**src/design/bsmr_pkg.sv**
```systemverilog
// Shared constants, types and helper functions for the bounded stack block.
`default_nettype none
package bsmr_pkg;

  localparam int DEPTH      = 16;
  localparam int DATA_WIDTH = 32;
  localparam int ADDR_W     = (DEPTH > 1) ? $clog2(DEPTH) : 1;
  localparam int CNT_W      = $clog2(DEPTH + 1);
  localparam int VALUE_W    = 32;
  localparam int COUNT_W    = 5;
  localparam int OP_W       = 2;
  localparam int ST_W       = 2;

  typedef enum logic [OP_W-1:0] {
    OP_PUSH,
    OP_POP,
    OP_MIDDLE,
    OP_REVERSE
  } op_t;

  typedef enum logic [ST_W-1:0] {
    ST_OK,
    ST_OVERFLOW,
    ST_EMPTY,
    ST_TOO_FEW
  } status_t;

  typedef enum logic [2:0] {
    S_IDLE,
    S_READ_WAIT,
    S_SWAP_RDA,
    S_SWAP_RDB,
    S_SWAP_WRA,
    S_SWAP_WRB
  } state_t;

  typedef enum logic [1:0] {
    RA_TOP,
    RA_MID,
    RA_LO,
    RA_HI
  } raddr_sel_t;

  typedef enum logic [1:0] {
    WR_NONE,
    WR_PUSH,
    WR_LO,
    WR_HI
  } wr_sel_t;

  typedef struct packed {
    logic       accept;
    logic       defer;
    logic       load_read;
    logic       swap_capture;
    logic       swap_step;
    raddr_sel_t raddr_sel;
    wr_sel_t    wr_sel;
  } dp_cmd_t;

  typedef struct packed {
    logic empty;
    logic full;
    logic few;
    logic pair_pending;
    logic out_free;
  } dp_status_t;

  function automatic logic [DATA_WIDTH-1:0] to_word(input logic [VALUE_W-1:0] v);
    logic signed [63:0] x;
    x = 64'(signed'(v));
    return x[DATA_WIDTH-1:0];
  endfunction

  function automatic logic [VALUE_W-1:0] from_word(input logic [DATA_WIDTH-1:0] w);
    logic signed [63:0] x;
    x = 64'(signed'(w));
    return x[VALUE_W-1:0];
  endfunction

endpackage
`default_nettype wire

```
**src/design/bounded_stack_middle_reverse.sv**
```systemverilog
// Top level of the bounded stack with middle read and bottom-half reversal.
// Results: push, reverse and every error give their result in the output register in the
// cycle after the transaction; pop and middle go through the registered RAM read first.
// Throughput: push one per cycle while the output is free; pop, middle and reverse hold off
// requests until done; reverse runs one read, read, write, write sequence per swapped pair.
// Reset: synchronous, clears the count, the controller and the output valid flag;
// the entry RAM is not cleared.
`default_nettype none
module bounded_stack_middle_reverse
  import bsmr_pkg::*;
(
  input  wire logic        clk,
  input  wire logic        rst,
  input  wire logic        s_tvalid,
  output logic             s_tready,
  input  wire logic [31:0] s_tdata,   // push_value[31:0]
  input  wire logic [1:0]  s_tuser,   // opcode[1:0]
  output logic             m_tvalid,
  input  wire logic        m_tready,
  output logic [39:0]      m_tdata,   // read_value[31:0], entry_count[36:32], zero[39:37]
  output logic [1:0]       m_tuser    // status[1:0]
);

  dp_cmd_t            cmd;
  dp_status_t         status;
  op_t                opcode;
  logic [VALUE_W-1:0] read_value;
  status_t            out_status;
  logic [COUNT_W-1:0] entry_count;

  assign opcode = op_t'(s_tuser);

  bsmr_ctrl u_ctrl (
    .clk      (clk),
    .rst      (rst),
    .in_valid (s_tvalid),
    .opcode   (opcode),
    .status   (status),
    .in_ready (s_tready),
    .cmd      (cmd)
  );

  bsmr_datapath u_datapath (
    .clk         (clk),
    .rst         (rst),
    .cmd         (cmd),
    .opcode      (opcode),
    .push_value  (s_tdata),
    .out_ready   (m_tready),
    .status      (status),
    .out_valid   (m_tvalid),
    .read_value  (read_value),
    .out_status  (out_status),
    .entry_count (entry_count)
  );

  assign m_tdata = {3'b000, entry_count, read_value};
  assign m_tuser = out_status;

endmodule
`default_nettype wire

```
**src/design/bsmr_ram.sv**
```systemverilog
// Generic single-write, single-read RAM with a registered read port.
`default_nettype none
module bsmr_ram #(
  parameter int WIDTH = 32,
  parameter int DEPTH = 16,
  localparam int ADDR_BITS = (DEPTH > 1) ? $clog2(DEPTH) : 1
) (
  input  wire logic                     clk,
  input  wire logic                     we,
  input  wire logic [ADDR_BITS-1:0]     waddr,
  input  wire logic [WIDTH-1:0]         wdata,
  input  wire logic [ADDR_BITS-1:0]     raddr,
  output logic      [WIDTH-1:0]         rdata
);

  logic [WIDTH-1:0] mem [DEPTH];

  always_ff @(posedge clk) begin
    if (we) begin
      mem[waddr] <= wdata;
    end
    rdata <= mem[raddr];
  end

endmodule
`default_nettype wire

```
**src/design/bsmr_ctrl.sv**
```systemverilog
// Controller state machine that sequences stack requests and pair swaps.
`default_nettype none
module bsmr_ctrl
  import bsmr_pkg::*;
(
  input  wire logic       clk,
  input  wire logic       rst,
  input  wire logic       in_valid,
  input  wire op_t        opcode,
  input  wire dp_status_t status,
  output logic            in_ready,
  output dp_cmd_t         cmd
);

  state_t state;
  state_t state_next;
  logic   accept;

  assign in_ready = (state == S_IDLE) && status.out_free;
  assign accept   = in_valid && in_ready;

  always_ff @(posedge clk) begin
    if (rst) begin
      state <= S_IDLE;
    end else begin
      state <= state_next;
    end
  end

  always_comb begin
    state_next = state;
    unique case (state)
      S_IDLE: begin
        if (accept) begin
          unique case (opcode)
            OP_PUSH:    state_next = S_IDLE;
            OP_POP:     state_next = status.empty ? S_IDLE : S_READ_WAIT;
            OP_MIDDLE:  state_next = status.empty ? S_IDLE : S_READ_WAIT;
            OP_REVERSE: state_next = status.few ? S_IDLE : S_SWAP_RDA;
            default:    state_next = S_IDLE;
          endcase
        end
      end
      S_READ_WAIT: state_next = S_IDLE;
      S_SWAP_RDA:  state_next = status.pair_pending ? S_SWAP_RDB : S_IDLE;
      S_SWAP_RDB:  state_next = S_SWAP_WRA;
      S_SWAP_WRA:  state_next = S_SWAP_WRB;
      S_SWAP_WRB:  state_next = S_SWAP_RDA;
      default:     state_next = S_IDLE;
    endcase
  end

  always_comb begin
    cmd              = '0;
    cmd.raddr_sel    = RA_TOP;
    cmd.wr_sel       = WR_NONE;
    cmd.accept       = accept;
    unique case (state)
      S_IDLE: begin
        cmd.raddr_sel = (opcode == OP_POP) ? RA_TOP : RA_MID;
        cmd.defer     = accept && ((opcode == OP_POP) || (opcode == OP_MIDDLE))
                        && !status.empty;
        if (accept && (opcode == OP_PUSH) && !status.full) begin
          cmd.wr_sel = WR_PUSH;
        end
      end
      S_READ_WAIT: cmd.load_read = 1'b1;
      S_SWAP_RDA:  cmd.raddr_sel = RA_LO;
      S_SWAP_RDB: begin
        cmd.raddr_sel    = RA_HI;
        cmd.swap_capture = 1'b1;
      end
      S_SWAP_WRA: cmd.wr_sel = WR_LO;
      S_SWAP_WRB: begin
        cmd.wr_sel    = WR_HI;
        cmd.swap_step = 1'b1;
      end
      default: cmd.raddr_sel = RA_TOP;
    endcase
  end

endmodule
`default_nettype wire

```
**src/design/bsmr_datapath.sv**
```systemverilog
// Datapath with the entry count, the entry RAM, swap pointers and result register.
`default_nettype none
module bsmr_datapath
  import bsmr_pkg::*;
(
  input  wire logic               clk,
  input  wire logic               rst,
  input  wire dp_cmd_t            cmd,
  input  wire op_t                opcode,
  input  wire logic [VALUE_W-1:0] push_value,
  input  wire logic               out_ready,
  output dp_status_t              status,
  output logic                    out_valid,
  output logic [VALUE_W-1:0]      read_value,
  output status_t                 out_status,
  output logic [COUNT_W-1:0]      entry_count
);

  logic [CNT_W-1:0]      count;
  logic [CNT_W-1:0]      count_next;
  logic [CNT_W-1:0]      count_m1;
  logic [CNT_W-1:0]      mid_index;
  logic [CNT_W-1:0]      half_m1;
  status_t               st;
  logic [ADDR_W-1:0]     lo;
  logic [ADDR_W-1:0]     hi;
  logic [DATA_WIDTH-1:0] temp;
  logic                  we;
  logic [ADDR_W-1:0]     waddr;
  logic [DATA_WIDTH-1:0] wdata;
  logic [ADDR_W-1:0]     raddr;
  logic [DATA_WIDTH-1:0] rdata;

  assign count_m1  = count - CNT_W'(1);
  assign mid_index = count_m1 >> 1;
  assign half_m1   = (count >> 1) - CNT_W'(1);

  assign status.empty        = (count == '0);
  assign status.full         = (count >= CNT_W'(DEPTH));
  assign status.few          = (count < CNT_W'(2));
  assign status.pair_pending = (lo < hi);
  assign status.out_free     = !out_valid || out_ready;

  always_comb begin
    st         = ST_OK;
    count_next = count;
    unique case (opcode)
      OP_PUSH: begin
        if (status.full) begin
          st = ST_OVERFLOW;
        end else begin
          count_next = count + CNT_W'(1);
        end
      end
      OP_POP: begin
        if (status.empty) begin
          st = ST_EMPTY;
        end else begin
          count_next = count_m1;
        end
      end
      OP_MIDDLE: begin
        if (status.empty) begin
          st = ST_EMPTY;
        end
      end
      OP_REVERSE: begin
        if (status.few) begin
          st = ST_TOO_FEW;
        end
      end
      default: st = ST_OK;
    endcase
  end

  always_comb begin
    unique case (cmd.raddr_sel)
      RA_TOP:  raddr = count_m1[ADDR_W-1:0];
      RA_MID:  raddr = mid_index[ADDR_W-1:0];
      RA_LO:   raddr = lo;
      RA_HI:   raddr = hi;
      default: raddr = lo;
    endcase
  end

  always_comb begin
    we    = 1'b1;
    waddr = count[ADDR_W-1:0];
    wdata = to_word(push_value);
    unique case (cmd.wr_sel)
      WR_NONE: we = 1'b0;
      WR_PUSH: begin
        waddr = count[ADDR_W-1:0];
        wdata = to_word(push_value);
      end
      WR_LO: begin
        waddr = lo;
        wdata = rdata;
      end
      WR_HI: begin
        waddr = hi;
        wdata = temp;
      end
      default: we = 1'b0;
    endcase
  end

  bsmr_ram #(
    .WIDTH (DATA_WIDTH),
    .DEPTH (DEPTH)
  ) u_ram (
    .clk   (clk),
    .we    (we),
    .waddr (waddr),
    .wdata (wdata),
    .raddr (raddr),
    .rdata (rdata)
  );

  always_ff @(posedge clk) begin
    if (rst) begin
      count     <= '0;
      out_valid <= 1'b0;
    end else begin
      if (cmd.accept) begin
        count     <= count_next;
        out_valid <= !cmd.defer;
      end else if (cmd.load_read) begin
        out_valid <= 1'b1;
      end else if (out_ready) begin
        out_valid <= 1'b0;
      end
    end
  end

  always_ff @(posedge clk) begin
    if (cmd.accept) begin
      read_value  <= '0;
      out_status  <= st;
      entry_count <= COUNT_W'(count_next);
      lo          <= '0;
      hi          <= half_m1[ADDR_W-1:0];
    end else begin
      if (cmd.load_read) begin
        read_value <= from_word(rdata);
      end
      if (cmd.swap_step) begin
        lo <= lo + ADDR_W'(1);
        hi <= hi - ADDR_W'(1);
      end
    end
    if (cmd.swap_capture) begin
      temp <= rdata;
    end
  end

endmodule
`default_nettype wire

```
**config.mk**
```make
export PLATFORM = sky130hd
export DESIGN_NAME = bounded_stack_middle_reverse
export DESIGN_NICKNAME = d
export VERILOG_FILES = /design/src/design/bsmr_pkg.sv /design/src/design/bounded_stack_middle_reverse.sv /design/src/design/bsmr_ram.sv /design/src/design/bsmr_ctrl.sv /design/src/design/bsmr_datapath.sv
export SDC_FILE = /design/constraint.sdc
export NUM_CORES = 1
export LEC_CHECK = 0
export BUFFER_PORTS_ARGS = -buffer_cell sky130_fd_sc_hd__buf_2
export CAP_MARGIN = 10
export CORE_MARGIN = 2
export CORE_UTILIZATION = 60
export CTS_CLUSTER_DIAMETER = 100
export DETAILED_ROUTE_END_ITERATION = 6
export PLACE_DENSITY = 0.77
export SYNTH_ARGS = -nofsm -noshare
export SYNTH_HDL_FRONTEND = slang
export SYNTH_SLANG_ARGS = --single-unit
```
**constraint.sdc**
```tcl
create_clock -name clk -period 9.2 [get_ports clk]
set_input_delay 0.92 -clock clk [delete_from_list [all_inputs] [get_ports clk]]
set_output_delay 0.92 -clock clk [all_outputs]
set_load 0.02 [all_outputs]
```
==> impl_summary.log, run 1 <==
[metrics] number of top-level design ports: 82
[metrics] flops & latches, synth: 632
[metrics] worst endpoint required time: 9.42 ns
[metrics] Yosys cell types: 61
[metrics] met3 demand-to-capacity share in global routing: 0.0397
[metrics] depth of the worst register-to-register path: 7
[metrics] buffer type at the clock tree root: clkbuf_16
[metrics] normalized max-slew margin: -0.00420
[metrics] total number of placement rows: 75
[metrics] period utilisation layout: 0.547
[metrics] diode count: 0
[metrics] Max-cap violations: 0
[metrics] number of routed nets with antenna violations: 0
[metrics] CTS tree: done
[metrics] area inside the core boundary: 41700 um2
[metrics] result of the run: finished, violations left
[metrics] area share of the largest cell type after synthesis: 0.662
[metrics] post-synthesis to final-layout area growth: 11.5%
[metrics] clock sink count: 632
[metrics] hold slack: 0.449 ns
[metrics] ys async rst share: 0
[metrics] Tot GR Track Use: 0.263
[metrics] maximum clock frequency: 199 MHz
[metrics] syn avg cell area: 12.9 um2
[metrics] critical-path cell with the highest stage delay: nor2_4
[metrics] hold crit path type: register to register
[metrics] largest fanout of any net on the critical path: 32
[metrics] detailed-route DRC error count: 0
[metrics] initial drt markers: 1909
[metrics] vias in the first global route: 15700
[metrics] standby leakage power: 9.50 nW
[metrics] pin count of the biggest net entering global routing: 257
[metrics] kind of start point of the critical path: input pin
[metrics] pins over their slew limit: 15
[metrics] placer congestion estimate: 0.892
[metrics] cell-by-cell trace of the critical path: buf_2 -> inv_1 -> ha_1 -> nor2b_1 -> nand4_1 -> a21oi_4 -> mux2i_1 -> a21oi_1 -> or3b_2 -> nor2_4
[metrics] buffers inserted during post-CTS setup optimization: 0
[metrics] H-tree levels: 2
[metrics] GR Layer Usage met1: 0.364
[metrics] most crowded layer after global routing: met2
[metrics] most frequent cell after synthesis: edfxtp_1
[metrics] count of final hold-check violations: 0
[metrics] worst hold path depth: 2
[metrics] quantity of hold-fixing buffers added after cts: 0
[metrics] number of flops mapped to enable cells by yosys: 555
[metrics] overflow left after global routing: 0
[metrics] cell types with the largest area share after synthesis: edfxtp_1 66%, nand2_1 6.8%, a21oi_1 6.8%
[metrics] per-cell via count in the routed design: 6.25
[metrics] RSZ-0062 raised after global routing: no
[metrics] die span in y: 209 um
[metrics] initial core utilization: 0.604
[metrics] Setup crit end kind: register
[metrics] violated checks: max-slew violations
[metrics] CP max stage delay: 0.95 ns
[metrics] most frequently used flop master after synthesis: edfxtp_1
[metrics] shortest clock period the worst path allows after layout: 5.04 ns
[metrics] TritonCTS buffer count: 60
[metrics] initial antenna violation count: 1
[metrics] Slew @ Worst Pin: 1.51 ns
[metrics] post-detailed-routing wire length: 57500 um
[metrics] number of cells produced by synthesis: 1949
[metrics] Total Neg Setup Slack: 0 ns
[metrics] clock transition at the register clock pins on the worst setup and hold paths after CTS: 0.06 ns
[metrics] fill cell instance count of the final layout: 2842
[metrics] sequential cell area fraction in the yosys report: 0.723
[metrics] met2 usage in global routing: 0.434
[metrics] leading post-synthesis cells by instance count: 555 x edfxtp_1, 457 x nand2_1, 341 x a21oi_1
[metrics] fraction of layout cells with a size suffix above 1: 0.113
[metrics] clk buf depth: 3
[metrics] crit path DAT: 5.26 ns
[metrics] endpoints failing setup: 0
[metrics] routed wire length per instance: 22.4 um
[metrics] power per unit of standard cell area: 230 nW/um2
[metrics] Via Count: 16100
[metrics] clock latency on the worst-skew pair: 0.61 ns
[metrics] Clock Skew: 0.0100 ns
[metrics] drt first pass iters: 6
[metrics] CTS-repair resized insts: 0
[metrics] biggest area consumer among synthesized cells: edfxtp_1
[metrics] full die area: 43600 um2
[metrics] half-perimeter wire length after detailed placement: 30600 um
[metrics] minimum setup slack among reg-to-reg paths: 4.44 ns
[metrics] worst supply voltage drop on vdd: 0.000168 V
[metrics] final net count: 2033
[metrics] global-route wire length before repair: 88800 um
[metrics] Syn. warnings: 0
[metrics] Chip Width: 209 um
[metrics] PortBufs: 78
[metrics] area of the mapped netlist: 25200 um2
[metrics] WS Path Type: input pin to register
-- layout make-up --
| class | instances | area, um2 | area share |
|---|---|---|---|
| flip-flops and latches | 632 | 18200 | 0.648 |
| multi-input cells | 1162 | 6520 | 0.232 |
| clock buffers | 79 | 1660 | 0.0593 |
| well taps | 539 | 674 | 0.0240 |
| repair buffers | 105 | 622 | 0.0221 |
| clock inverters | 33 | 330 | 0.0118 |
| inverters | 18 | 67.6 | 0.00241 |
-- through the flow --
| stage | area, um2 | util | worst slack [ns] | total power [mW] | cells |
|---|---|---|---|---|---|
| floorplan | 25200 | - | 2.88 | 3.81 | 1951 |
| global placement | 26100 | 0.625 | 3.72 | 4.00 | 2452 |
| detailed placement | 26100 | 0.625 | 3.63 | 4.03 | 2452 |
| CTS | 28100 | 0.673 | 4.25 | 6.48 | 2564 |
| global route | 28100 | 0.674 | 3.88 | 6.66 | 2568 |
| finish | 28100 | 0.674 | 4.16 | 6.46 | 2568 |
-- flip-flops by register name, summed over array words and instances (netlist names), 2 cells and up --
register / cells
u_datapath.count: 5
u_datapath.u_ram.rdata: 32
u_datapath.hi: 4
u_datapath.temp: 32
u_datapath.u_ram.mem: 512
u_ctrl.state: 3
u_datapath.read_value: 32
u_datapath.entry_count: 5
u_datapath.lo: 4
u_datapath.out_status: 2
-- layer usage --
layer  routed length (um)  vias to the layer above
met2                27900                      752
li1                     -                     7274
met4                 1530                        0
met1                23600                     7909
met3                 4530                      116
met5                    0                        -
-- report_power, final --
part | switching [mW] | total [mW] | internal, mW
registers | 0.0632 | 3.27 | 3.21
logic | 0.465 | 0.712 | 0.246
clock network | 1.04 | 2.48 | 1.44
total | 1.57 | 6.46 | 4.89
-- placed cells by master (no fill, tap or decap), drive strengths merged, types with 35 or more instances in the layout --
master and instances:
edfxtp 555, nand2 457, a21oi 341, buf 105, clkbuf 79, dfxtp 77, mux2i 44, nor2 36
a211oi 35
-- worst max-delay path: cells and delay by family --
family          cells  cell delay [ns]
compound gates      2             1.19
fa+ha+maj           1             0.35
buf+inv             2             0.18
mux                 1             0.28
simple gates        4             2.30
-- worst paths after layout --
path / start / end
max: s_tuser[1] / u_datapath.u_ram.mem[11][31]
min: u_datapath.read_value[10] / u_datapath.read_value[10]
max reg2reg: u_ctrl.state[1] / u_datapath.u_ram.mem[14][28]
min reg2reg: u_datapath.read_value[10] / u_datapath.read_value[10]
-- logic make-up after synthesis --
kind of cell	count (synthesis)	share of synthesized area
compound gates	551	0.137
flops	632	0.723
buf+inv	157	0.0259
mux	45	0.0179
other cells	1	0.000149
fa+ha+maj	16	0.00795
simple gates	538	0.0849
xor+xnor	9	0.00313
Note: power is estimated with default switching activity, not from simulation.
==> run 2: changes to the inputs <==
==> constraint.sdc (replaced) <==
create_clock -name clk -period 4.9 [get_ports clk]
set_input_delay 0.49 -clock clk [delete_from_list [all_inputs] [get_ports clk]]
set_output_delay 0.49 -clock clk [all_outputs]
set_load 0.02 [all_outputs]
==> run 2 against run 1 <==
The run now ends clean. Clock-buffer cell count increased by 4. Combinational power increased by 92%. Clock power increased by 90%. Critical path type is now register to register.
==> impl_summary.log, run 2 (synthesized netlist as in run 1, its figures left out) <==
[metrics] result of the run: finished clean
[metrics] kind of start point of the critical path: register
[metrics] clock sink count: 632 (unchanged)
[metrics] TritonCTS buffer count: 61 (+1.7%)
[metrics] post-detailed-routing wire length: 61900 um (+7.5%)
[metrics] per-cell via count in the routed design: 6.34 (+1.4%)
[metrics] final net count: 2063 (+1.5%)
[metrics] number of routed nets with antenna violations: 0 (unchanged)
[metrics] Power Total: 12.2 mW (+89%)
[metrics] minimum setup slack in the final design: 1.09 ns (-3.07 ns)
[metrics] global-route wire length before repair: 94500 um (+6.4%)
[metrics] Total Neg Setup Slack: 0 ns (unchanged)
[metrics] detailed-route DRC error count: 0 (unchanged)
[metrics] placed instance count: 2485 (+1.3%)
[metrics] drt first pass iters: 6 (unchanged)
[metrics] overflow left after global routing: 0 (unchanged)
[metrics] cell family with the largest share of critical-path delay: compound AO/OA/AOI/OAI gates
[metrics] initial antenna violation count: 1 (unchanged)
[metrics] period utilisation layout: 0.777
[metrics] Chip Width: 209 um (unchanged)
[metrics] buffers inserted during post-CTS setup optimization: 0 (unchanged)
[metrics] clock transition at the register clock pins on the worst setup and hold paths after CTS: 0.06 ns (about the same)
[metrics] diode count: 0 (unchanged)
[metrics] Via Count: 16500 (+2.7%)
[metrics] WS Path Type: register to register
[metrics] largest fanout of any net on the critical path: 85 (+170%)
[metrics] number of non-filler instances in the completed layout: 2599 (+1.2%)
[metrics] Tot GR Track Use: 0.285 (+0.0220)
[metrics] clock latency on the worst-skew pair: 0.63 ns (+0.02 ns)
[metrics] count of final hold-check violations: 0 (unchanged)
[metrics] core occupancy in the finished layout: 0.684 (+0.00994)
[metrics] hold crit path type: input pin to register
[metrics] normalized max-slew margin: 0.224 (+0.228)
[metrics] Max-cap violations: 0 (unchanged)
[metrics] placer congestion estimate: 0.918 (+2.8%)
[metrics] Slew @ Worst Pin: 1.16 ns (-0.343 ns)
[metrics] Clock Skew: 0.0182 ns (+0.00823 ns)
[metrics] worst supply voltage drop on vdd: 0.000257 V (+53%)
[metrics] crit path DAT: 4.36 ns (-0.90 ns)
[metrics] most frequent cells in the layout: 555 x edfxtp_1, 456 x nand2_1, 340 x a21oi_1, 78 x buf_2, 77 x dfxtp_1
[metrics] fraction of layout cells with a size suffix above 1: 0.124 (+0.0109)
[metrics] CTS-repair resized insts: 0 (unchanged)
[metrics] pin count of the biggest net entering global routing: 129 (-50%)
[metrics] worst slack at placement: 0.801 ns (-2.83 ns)
[metrics] max reg flops: 512 (unchanged)
[metrics] routed wire length per instance: 23.8 um (+6.2%)
[metrics] hold slack: 0.149 ns (-0.300 ns)
[metrics] endpoints failing setup: 0 (unchanged)
[metrics] pins over their slew limit: 0 (-15)
[metrics] full die area: 43600 um2 (unchanged)
[metrics] quantity of hold-fixing buffers added after cts: 0 (unchanged)
[metrics] die span in y: 209 um (unchanged)
[metrics] Post-DP Area: 26500 um2 (+1.5%)
[metrics] crit path buf inv count: 2 (unchanged)
[metrics] Setup crit end kind: register
[metrics] power per unit of standard cell area: 430 nW/um2 (+87%)
[metrics] critical-path cell with the highest stage delay: a31o_4
[metrics] post-route design area: 28500 um2 (+1.5%)
[metrics] cell-by-cell trace of the critical path: inv_1 -> ha_1 -> a211oi_1 -> a31o_4 -> buf_4 -> a21oi_1 -> a211oi_1 -> a311o_1
[metrics] number of top-level design ports: 82 (unchanged)
[metrics] initial drt markers: 2259 (+18%)
[metrics] clk buf depth: 3 (unchanged)
[metrics] vias in the first global route: 16200 (+3.1%)
[metrics] post-synthesis to final-layout area growth: 13.2%
[metrics] RSZ-0062 raised after global routing: no
[metrics] CP max stage delay: 0.93 ns (-0.02 ns)
[metrics] shortest clock period the worst path allows after layout: 3.81 ns
[metrics] most frequent standard cell in the layout excluding fill and tap cells: edfxtp_1
[metrics] buffer type at the clock tree root: clkbuf_16
[metrics] largest reg by FF count: u_datapath.u_ram.mem
[metrics] PortBufs: 78 (unchanged)
[metrics] maximum clock frequency: 263 MHz
[metrics] CTS tree: done
[metrics] standby leakage power: 9.67 nW (+1.8%)
[metrics] area inside the core boundary: 41700 um2 (unchanged)
[metrics] initial core utilization: 0.604 (unchanged)
[metrics] total number of placement rows: 75 (unchanged)
[metrics] H-tree levels: 2 (unchanged)
[metrics] CP dominant cell by count: a211oi_1
[metrics] half-perimeter wire length after detailed placement: 32200 um (+5.1%)
[metrics] worst endpoint required time: 5.45 ns (-3.97 ns)
## run 2: cell count changes in the layout (fill, tap and decap cells not counted), sizes merged
cell,before,now
buf,105,134
clkbuf,79,83
clkinv,25,21
clkinvlp,1,5
inv,19,17
## run 2: layout make-up
cell class / instances / area (um2)
clock buffer: 83 / 1720
clock inverter: 31 / 319
fill: 2843 / 13200
inverter: 18 / 67.6
multi-input combinational: 1162 / 6540
sequential: 632 / 18200
tap: 539 / 674
timing repair buffer: 134 / 973
## run 2: layer usage
| layer | routed length (um) | vias up | share of wire | track usage |
|---|---|---|---|---|
| li1 | - | 7337 | - | - |
| met3 | 5440 | 142 | 0.088 | 0.0490 |
| met4 | 1840 | 2 | 0.030 | 0.0946 |
| met5 | 13 | - | 0.00021 | 0 |
| met1 | 24400 | 8138 | 0.39 | 0.389 |
| met2 | 30200 | 861 | 0.49 | 0.473 |
## run 2: final timing paths
path                                   from                    endpoint  slack [ns]  depth (start not counted)
hold / removal                          rst        u_datapath.out_valid        0.15                          2
setup reg to reg            u_ctrl.state[2]  u_datapath.u_ram.rdata[24]        1.09                          8
setup / recovery            u_ctrl.state[2]  u_datapath.u_ram.rdata[24]        1.09                          8
hold reg to reg   u_datapath.read_value[24]   u_datapath.read_value[24]        0.45                          2
## run 2: power by group
part / switching (mW) / internal (mW) / leakage (nW)
registers: 0.126 / 6.02 / 5.63
clock network: 1.96 / 2.76 / 0.984
logic: 0.883 / 0.489 / 3.05
